### src/mcbp_pkg.sv
// shared types and constants for the msb-first code bit packer
`timescale 1ns / 1ps

package mcbp_pkg;

    localparam int unsigned BYTE_W      = 8;
    localparam int unsigned CODE_W      = 32;
    localparam int unsigned CODE_LEN_W  = 6;
    localparam int unsigned BIT_CNT_W   = 3;

    // item mode codes
    localparam logic MODE_PUT    = 1'b0;
    localparam logic MODE_FINISH = 1'b1;

    typedef struct packed {
        logic                  mode;
        logic [CODE_W-1:0]     code_value;
        logic [CODE_LEN_W-1:0] code_length;
    } t_in_item;

    typedef struct packed {
        logic [BYTE_W-1:0] out_byte;
        logic              last_of_run;
    } t_out_item;

    // controller to datapath
    typedef struct packed {
        logic load;
        logic shift;
    } t_cmd;

    // datapath to controller
    typedef struct packed {
        logic has_bytes;
        logic last_byte;
    } t_status;

endpackage

### src/mcbp_ctrl.sv
// controller state machine for the msb-first code bit packer
`timescale 1ns / 1ps

module mcbp_ctrl
    import mcbp_pkg::*;
(
    input  logic    i_clk,
    input  logic    i_rst_n,
    input  logic    i_valid,
    input  logic    i_stall,
    input  t_status i_status,
    output t_cmd    o_cmd,
    output logic    o_stall,
    output logic    o_valid
);

    typedef enum logic [1:0] {
        S_IDLE = 2'b01,
        S_EMIT = 2'b10
    } t_state;

    t_state r_state;
    t_state n_state;

    // next state and commands
    always_comb begin
        n_state     = r_state;
        o_cmd.load  = 1'b0;
        o_cmd.shift = 1'b0;
        o_stall     = 1'b1;
        o_valid     = 1'b0;
        unique case (r_state)
            S_IDLE: begin
                o_stall = 1'b0;
                if (i_valid) begin
                    o_cmd.load = 1'b1;
                    if (i_status.has_bytes) begin
                        n_state = S_EMIT;
                    end
                end
            end
            S_EMIT: begin
                o_valid = 1'b1;
                if (!i_stall) begin
                    o_cmd.shift = 1'b1;
                    if (i_status.last_byte) begin
                        n_state = S_IDLE;
                    end
                end
            end
            default: begin
                n_state = S_IDLE;
            end
        endcase
    end

    // state register
    always_ff @(posedge i_clk) begin
        if (!i_rst_n) begin
            r_state <= S_IDLE;
        end else begin
            r_state <= n_state;
        end
    end

endmodule

### src/mcbp_dp.sv
// bit accumulator and byte emitter datapath for the msb-first code bit packer
`timescale 1ns / 1ps

module mcbp_dp
    import mcbp_pkg::*;
#(
    parameter int unsigned MAX_CODE_BITS = 32
) (
    input  logic      i_clk,
    input  logic      i_rst_n,
    input  t_in_item  i_item,
    input  t_cmd      i_cmd,
    output t_status   o_status,
    output t_out_item o_item
);

    localparam int unsigned ACC_W     = MAX_CODE_BITS + BYTE_W;
    localparam int unsigned LEN_W     = $clog2(MAX_CODE_BITS + 1);
    localparam int unsigned TOT_W     = $clog2(MAX_CODE_BITS + BYTE_W);
    localparam int unsigned SHIFT_W   = $clog2(ACC_W + 1);
    localparam int unsigned MAX_BYTES = (MAX_CODE_BITS + BYTE_W - 1) / BYTE_W;
    localparam int unsigned CNT_W     = $clog2(MAX_BYTES + 1);

    logic [ACC_W-1:0]      r_acc;
    logic [ACC_W-1:0]      n_acc;
    logic [BIT_CNT_W-1:0]  r_bit_count;
    logic [BIT_CNT_W-1:0]  n_bit_count;
    logic [CNT_W-1:0]      r_byte_cnt;
    logic [CNT_W-1:0]      n_byte_cnt;

    logic [LEN_W-1:0]        len_sat;
    logic [TOT_W-1:0]        total;
    logic [CNT_W-1:0]        new_bytes;
    logic [SHIFT_W-1:0]      shamt;
    logic [ACC_W+CODE_W-1:0] code_wide;
    logic [ACC_W-1:0]        code_ext;
    logic [ACC_W-1:0]        code_mask;
    logic [ACC_W-1:0]        acc_put;
    logic [ACC_W-1:0]        acc_fin;

    // saturate length and place the new code bits right after the pending ones
    always_comb begin
        if (i_item.code_length > CODE_LEN_W'(MAX_CODE_BITS)) begin
            len_sat = LEN_W'(MAX_CODE_BITS);
        end else begin
            len_sat = LEN_W'(i_item.code_length);
        end
        total     = TOT_W'(r_bit_count) + TOT_W'(len_sat);
        code_wide = {{ACC_W{1'b0}}, i_item.code_value};
        code_mask = ~({ACC_W{1'b1}} << len_sat);
        code_ext  = code_wide[ACC_W-1:0] & code_mask;
        shamt     = SHIFT_W'(ACC_W) - SHIFT_W'(r_bit_count) - SHIFT_W'(len_sat);
        acc_put   = {r_acc[ACC_W-1 -: BYTE_W], {MAX_CODE_BITS{1'b0}}}
                    | (code_ext << shamt);
        acc_fin   = {r_acc[ACC_W-1 -: BYTE_W], {MAX_CODE_BITS{1'b0}}};
    end

    // bytes completed by the incoming item
    always_comb begin
        if (i_item.mode == MODE_FINISH) begin
            new_bytes = (r_bit_count != '0) ? CNT_W'(1) : '0;
        end else begin
            new_bytes = CNT_W'(total >> BIT_CNT_W);
        end
    end

    // accumulator update: load an item or drop the byte just taken
    always_comb begin
        n_acc       = r_acc;
        n_bit_count = r_bit_count;
        n_byte_cnt  = r_byte_cnt;
        if (i_cmd.load) begin
            if (i_item.mode == MODE_FINISH) begin
                n_acc       = acc_fin;
                n_bit_count = '0;
            end else begin
                n_acc       = acc_put;
                n_bit_count = total[BIT_CNT_W-1:0];
            end
            n_byte_cnt = new_bytes;
        end else if (i_cmd.shift) begin
            n_acc      = r_acc << BYTE_W;
            n_byte_cnt = r_byte_cnt - CNT_W'(1);
        end
    end

    always_ff @(posedge i_clk) begin
        if (!i_rst_n) begin
            r_acc       <= '0;
            r_bit_count <= '0;
            r_byte_cnt  <= '0;
        end else begin
            r_acc       <= n_acc;
            r_bit_count <= n_bit_count;
            r_byte_cnt  <= n_byte_cnt;
        end
    end

    // status and output item
    assign o_status.has_bytes = (new_bytes != '0);
    assign o_status.last_byte = (r_byte_cnt == CNT_W'(1));
    assign o_item.out_byte    = r_acc[ACC_W-1 -: BYTE_W];
    assign o_item.last_of_run = (r_byte_cnt == CNT_W'(1));

endmodule

### src/msb_first_code_bit_packer.sv
// top level of the msb-first variable-length code bit packer
`timescale 1ns / 1ps

// Packs codewords of 0 to MAX_CODE_BITS bits into bytes, first bit in bit 7.
// A put item appends the low code_length bits of code_value (lengths above
// MAX_CODE_BITS saturate); a finish item flushes a pending partial byte padded
// with zeros. Once an item is taken, each completed byte it makes
// is offered for one cycle (longer under stall) through the single byte output,
// with last_of_run on the final one. The block takes no new item until all
// bytes of the current one are delivered; an item yields n completed bytes,
// with n from 0 to 4 at the default width.

module msb_first_code_bit_packer
    import mcbp_pkg::*;
#(
    parameter int unsigned MAX_CODE_BITS = 32
) (
    input  logic      i_clk,
    input  logic      i_rst_n,
    input  logic      i_valid,
    output logic      o_stall,
    input  t_in_item  i_item,
    output logic      o_valid,
    input  logic      i_stall,
    output t_out_item o_item
);

    t_cmd    cmd;
    t_status status;

    // controller
    mcbp_ctrl u_ctrl (
        .i_clk    (i_clk),
        .i_rst_n  (i_rst_n),
        .i_valid  (i_valid),
        .i_stall  (i_stall),
        .i_status (status),
        .o_cmd    (cmd),
        .o_stall  (o_stall),
        .o_valid  (o_valid)
    );

    // datapath
    mcbp_dp #(
        .MAX_CODE_BITS (MAX_CODE_BITS)
    ) u_dp (
        .i_clk    (i_clk),
        .i_rst_n  (i_rst_n),
        .i_item   (i_item),
        .i_cmd    (cmd),
        .o_status (status),
        .o_item   (o_item)
    );

`ifndef SYNTHESIS
    // no item is taken while a byte is being offered
    a_no_accept_while_emit: assert property (@(posedge i_clk) disable iff (!i_rst_n)
        o_valid |-> o_stall)
        else $error("item accepted while output pending");

    // the byte marked last ends the run
    a_last_ends_run: assert property (@(posedge i_clk) disable iff (!i_rst_n)
        (o_valid && !i_stall && o_item.last_of_run) |=> !o_valid)
        else $error("output continued after last byte");

    // a finish yields at most one byte, marked last
    a_finish_single: assert property (@(posedge i_clk) disable iff (!i_rst_n)
        (i_valid && !o_stall && i_item.mode == MODE_FINISH)
        |=> (!o_valid || o_item.last_of_run))
        else $error("finish produced more than one byte");
`endif

endmodule
### config.mk
export PLATFORM = sky130hd
export DESIGN_NAME = msb_first_code_bit_packer
export DESIGN_NICKNAME = d
export VERILOG_FILES = /design/src/mcbp_pkg.sv /design/src/mcbp_ctrl.sv /design/src/mcbp_dp.sv /design/src/msb_first_code_bit_packer.sv
export SDC_FILE = /design/constraint.sdc
export NUM_CORES = 1
export LEC_CHECK = 0
export BUFFER_PORTS_ARGS = -buffer_cell sky130_fd_sc_hd__buf_2
export CAP_MARGIN = 15
export CORE_MARGIN = 3
export CORE_UTILIZATION = 50
export CTS_BUF_LIST = sky130_fd_sc_hd__clkbuf_16
export DETAILED_ROUTE_END_ITERATION = 10
export MAX_ROUTING_LAYER = met4
export PLACE_DENSITY_LB_ADDON = 0.12
export SLEW_MARGIN = 5
export SYNTH_ARGS = -nofsm -noshare
export SYNTH_HDL_FRONTEND = slang
export SYNTH_SLANG_ARGS = --single-unit
### constraint.sdc
create_clock -name i_clk -period 5.9 [get_ports i_clk]
set_input_delay 0.295 -clock i_clk [delete_from_list [all_inputs] [get_ports i_clk]]
set_output_delay 0.295 -clock i_clk [all_outputs]
set_load 0.01 [all_outputs]
==> results.py <==
metrics = {
    "status": {
        "status": "finished, final reports clean",
    },
    "pwr": {
        "finalPower_mw": 1.39,
        "p_seq_frac": 0.262,
        "ir_drop_mv": 0.160,
        "switchingPower_mw": 0.605,
        "clock_power_share": 0.238,
        "p_per_area_mw_per_mm2": 250,
        "p_comb_frac": 0.499,
        "p_int_mw": 0.783,
        "leakage_nw": 2.11,
        "p_sw_frac": 0.436,
    },
    "clocking": {
        "cts_buffers": 5,
        "cts_resized": 0,
        "post_cts_buffers": 0,
        "htreeDepth": 2,
        "clock_path_buffers": 2,
        "cts_tree": "yes",
        "root_buffer": "clkbuf_16",
        "cts.sinks": 48,
        "clock_latency_ns": 0.29,
        "path_clk_slew_ns": 0.07,
        "hold_buffers": 0,
    },
    "placement": {
        "place.gp.congestion": 0.991,
        "dpl.hpwl_mm": 14.5,
        "io_buffer_count": 53,
    },
    "worst_setup_path": {
        "cp.arrival_ns": 4.06,
        "end_kind": "flip-flop",
        "cp_common_cell": "inv_1",
        "cpPeakStageDelay_ns": 0.77,
        "worstPathCellList": "buf_2 > nand2_1 > inv_1 > ha_1 > inv_1 > ha_1 > inv_1 > fa_1 > xor2_2 > nor2_1 > a22o_1 > a221oi_1 > o221ai_1 > o211a_1",
        "cp_max_fo": 25,
        "crit_buf_inv": 4,
        "worstSetupPathType": "in -> reg",
        "startpoint_type": "primary input",
        "cpMaxStageDelayCell": "xor2_2",
        "cpLargestDelayFamily": "compound AO/OA/AOI/OAI gates",
        "required_ns": 6.09,
    },
    "grt": {
        "grt_use_total": 0.346,
        "grt_pass1_wl_mm": 31.0,
        "grt_max_degree": 50,
        "antenna_found_initial": 0,
        "gr-total-overflow": 0,
        "first_global_vias": 5598,
    },
    "timing": {
        "fin_setup_tns_ns": 0,
        "slew_headroom": 0.266,
        "worst_pin_slew_ns": 1.10,
        "rsz0062_at_grt": "no",
        "fmax_mhz": 258,
        "skew_ns": 0.00663,
        "final_hold_viol_count": 0,
        "drv_slew": 0,
        "setup_viol": 0,
        "final.period_utilization": 0.656,
        "finalCriticalPeriod_ns": 3.87,
    },
    "floorplan": {
        "die_h_um": 108,
        "die_w_um": 108,
        "io_pins": 54,
        "die_area_mm2": 0.0116,
        "core_area_mm2": 0.00991,
        "initial_core_util": 0.522,
        "std_cell_rows": 36,
    },
    "synthesis": {
        "synth.distinct_cells": 74,
        "synthesis.area_mm2": 0.00517,
        "avgSynthCellArea_um2": 7.08,
        "synthArstFlopShare": 0,
        "synth-xor-area-share": 0.0135,
        "synth_nets": 787,
        "yosysTopAreaCellShare": 0.186,
        "yosys_warnings": 0,
        "synth-simple-area-share": 0.199,
        "synth_top_family_by_area": "compound AO/OA/AOI/OAI gates",
        "yosysSeqAreaShare": 0.186,
        "netlist_top_cells_area": "dfxtp_1, o21ai_0, a21oi_1",
        "yosysTopAreaCell": "dfxtp_1",
        "synth-compound-area-share": 0.407,
        "synth_seq_cells": 48,
        "synthAdderAreaFrac": 0.0343,
        "muxShareOfSynthArea": 0.0808,
        "synth_edf_count": 0,
        "syn_inst": 731,
        "synth_ff_type": "dfxtp_1",
    },
    "cells_and_area": {
        "mostFrequentLayoutCells": "o21ai_0, nand2_1, nor2_1",
        "syn2layout_area_growth_pct": 7.40,
        "drive_above_1_share": 0.143,
        "layout.nets": 789,
        "fill_cells": 980,
        "regArea_um2": 961,
        "multi_input_area_mm2": 0.00382,
        "finish.utilization": 0.561,
        "final_common_cell": "o21ai_0",
        "diodes": 0,
    },
    "flow_run": {
        "drv_cap": 0,
    },
    "min_path": {
        "hold_class": "in -> reg",
    },
    "detailed_routing": {
        "firstDrtPassIters": 5,
        "initialDrtViolationCount": 809,
        "wl_mm": 19.7,
        "wl_per_cell_um": 22.7,
        "detail-route-antenna-nets": 0,
        "via_per_inst": 7.13,
        "via_count": 6180,
        "drc_errors": 0,
    },
}
## routing by layer
layer | vias to the layer above | routed length, um | GRT usage
met3 | 68 | 1980 | 0.0528
li1 | 2780 | - | -
met1 | 2935 | 8310 | 0.487
met4 | 0 | 548 | 0.0911
met5 | - | 0 | -
met2 | 397 | 8820 | 0.518
## per-stage QoR
stage                     setup slack, ns  hold WS, ns  cell area (um^2)  instances
final                                2.03        0.439              5560        867
after CTS                            2.09        0.449              5560        867
after floorplan                      2.37        0.429              5170        731
after global routing                 1.78        0.479              5560        867
after detailed placement             1.80        0.450              5390        859
after global placement               1.88        0.441              5390        859
## tightest hold or removal path, stage by stage
cell and delay (ns):
buf_2 0.11, inv_1 0.04, a21boi_0 0.09, o21ai_0 0.14
## power groups by stage
stage | combinational [mW] | clock, mW | sequential, mW
6_report | 0.693 | 0.331 | 0.364
3_3_place_gp | 0.666 | 0 | 0.370
4_1_cts | 0.671 | 0.330 | 0.363
5_1_grt | 0.745 | 0.345 | 0.366
3_5_place_dp | 0.669 | 0 | 0.371
2_1_floorplan | 0.477 | 0 | 0.365
## layout make-up
cell class,instances,share of cell area
multi-input cells,590,0.688
flip-flops and latches,48,0.173
inverters,23,0.0155
well taps,133,0.0299
clock buffers,5,0.0225
repair buffers,65,0.0639
clock inverters,3,0.00765
## registers in the layout, summed over array words and instances, names as in the netlist
signal and flops:
u_ctrl.r_state 2, u_dp.r_acc 40, u_dp.r_byte_cnt 3, u_dp.r_bit_count 3
## synthesized netlist by cell type (all sizes together), types with 5 or more instances
library cell   n
ha            11
dfxtp         48
nor2b          6
a211o          6
nand3         18
nor3          13
nand2         72
mux2i         17
mux4           5
a21o           9
o211ai        15
nand2b         8
a211oi        17
o21a          10
buf           27
nor2          69
o21ai         79
or3            8
o221ai         6
o31ai          9
o211a          8
a31oi         12
a21oi         62
or2            5
nand4          5
o22ai          9
a22oi          9
inv           21
clkbuf        43
mux2          12
o311ai         9
## path summary, 6_finish.rpt
kind | to | slack [ns] | from | cells after the start
worst min-delay path | u_ctrl.r_state[0] | 0.44 | i_stall | 4
worst max-delay path | u_dp.r_acc[22] | 2.03 | i_item[1] | 14
worst max register to register | u_dp.r_acc[22] | 2.23 | u_dp.r_bit_count[1] | 11
worst min register to register | u_dp.r_acc[1] | 0.46 | u_dp.r_acc[1] | 2
## cells by family (layout without fill, tap and decap cells)
kind of cell,count (synthesis),after routing
fa+ha+maj,13,13
compound gates,313,313
flops,48,48
mux,34,34
simple gates,222,222
xor+xnor,8,8
buf+inv,93,96
No activity file was read; power rests on OpenSTA's default activity.
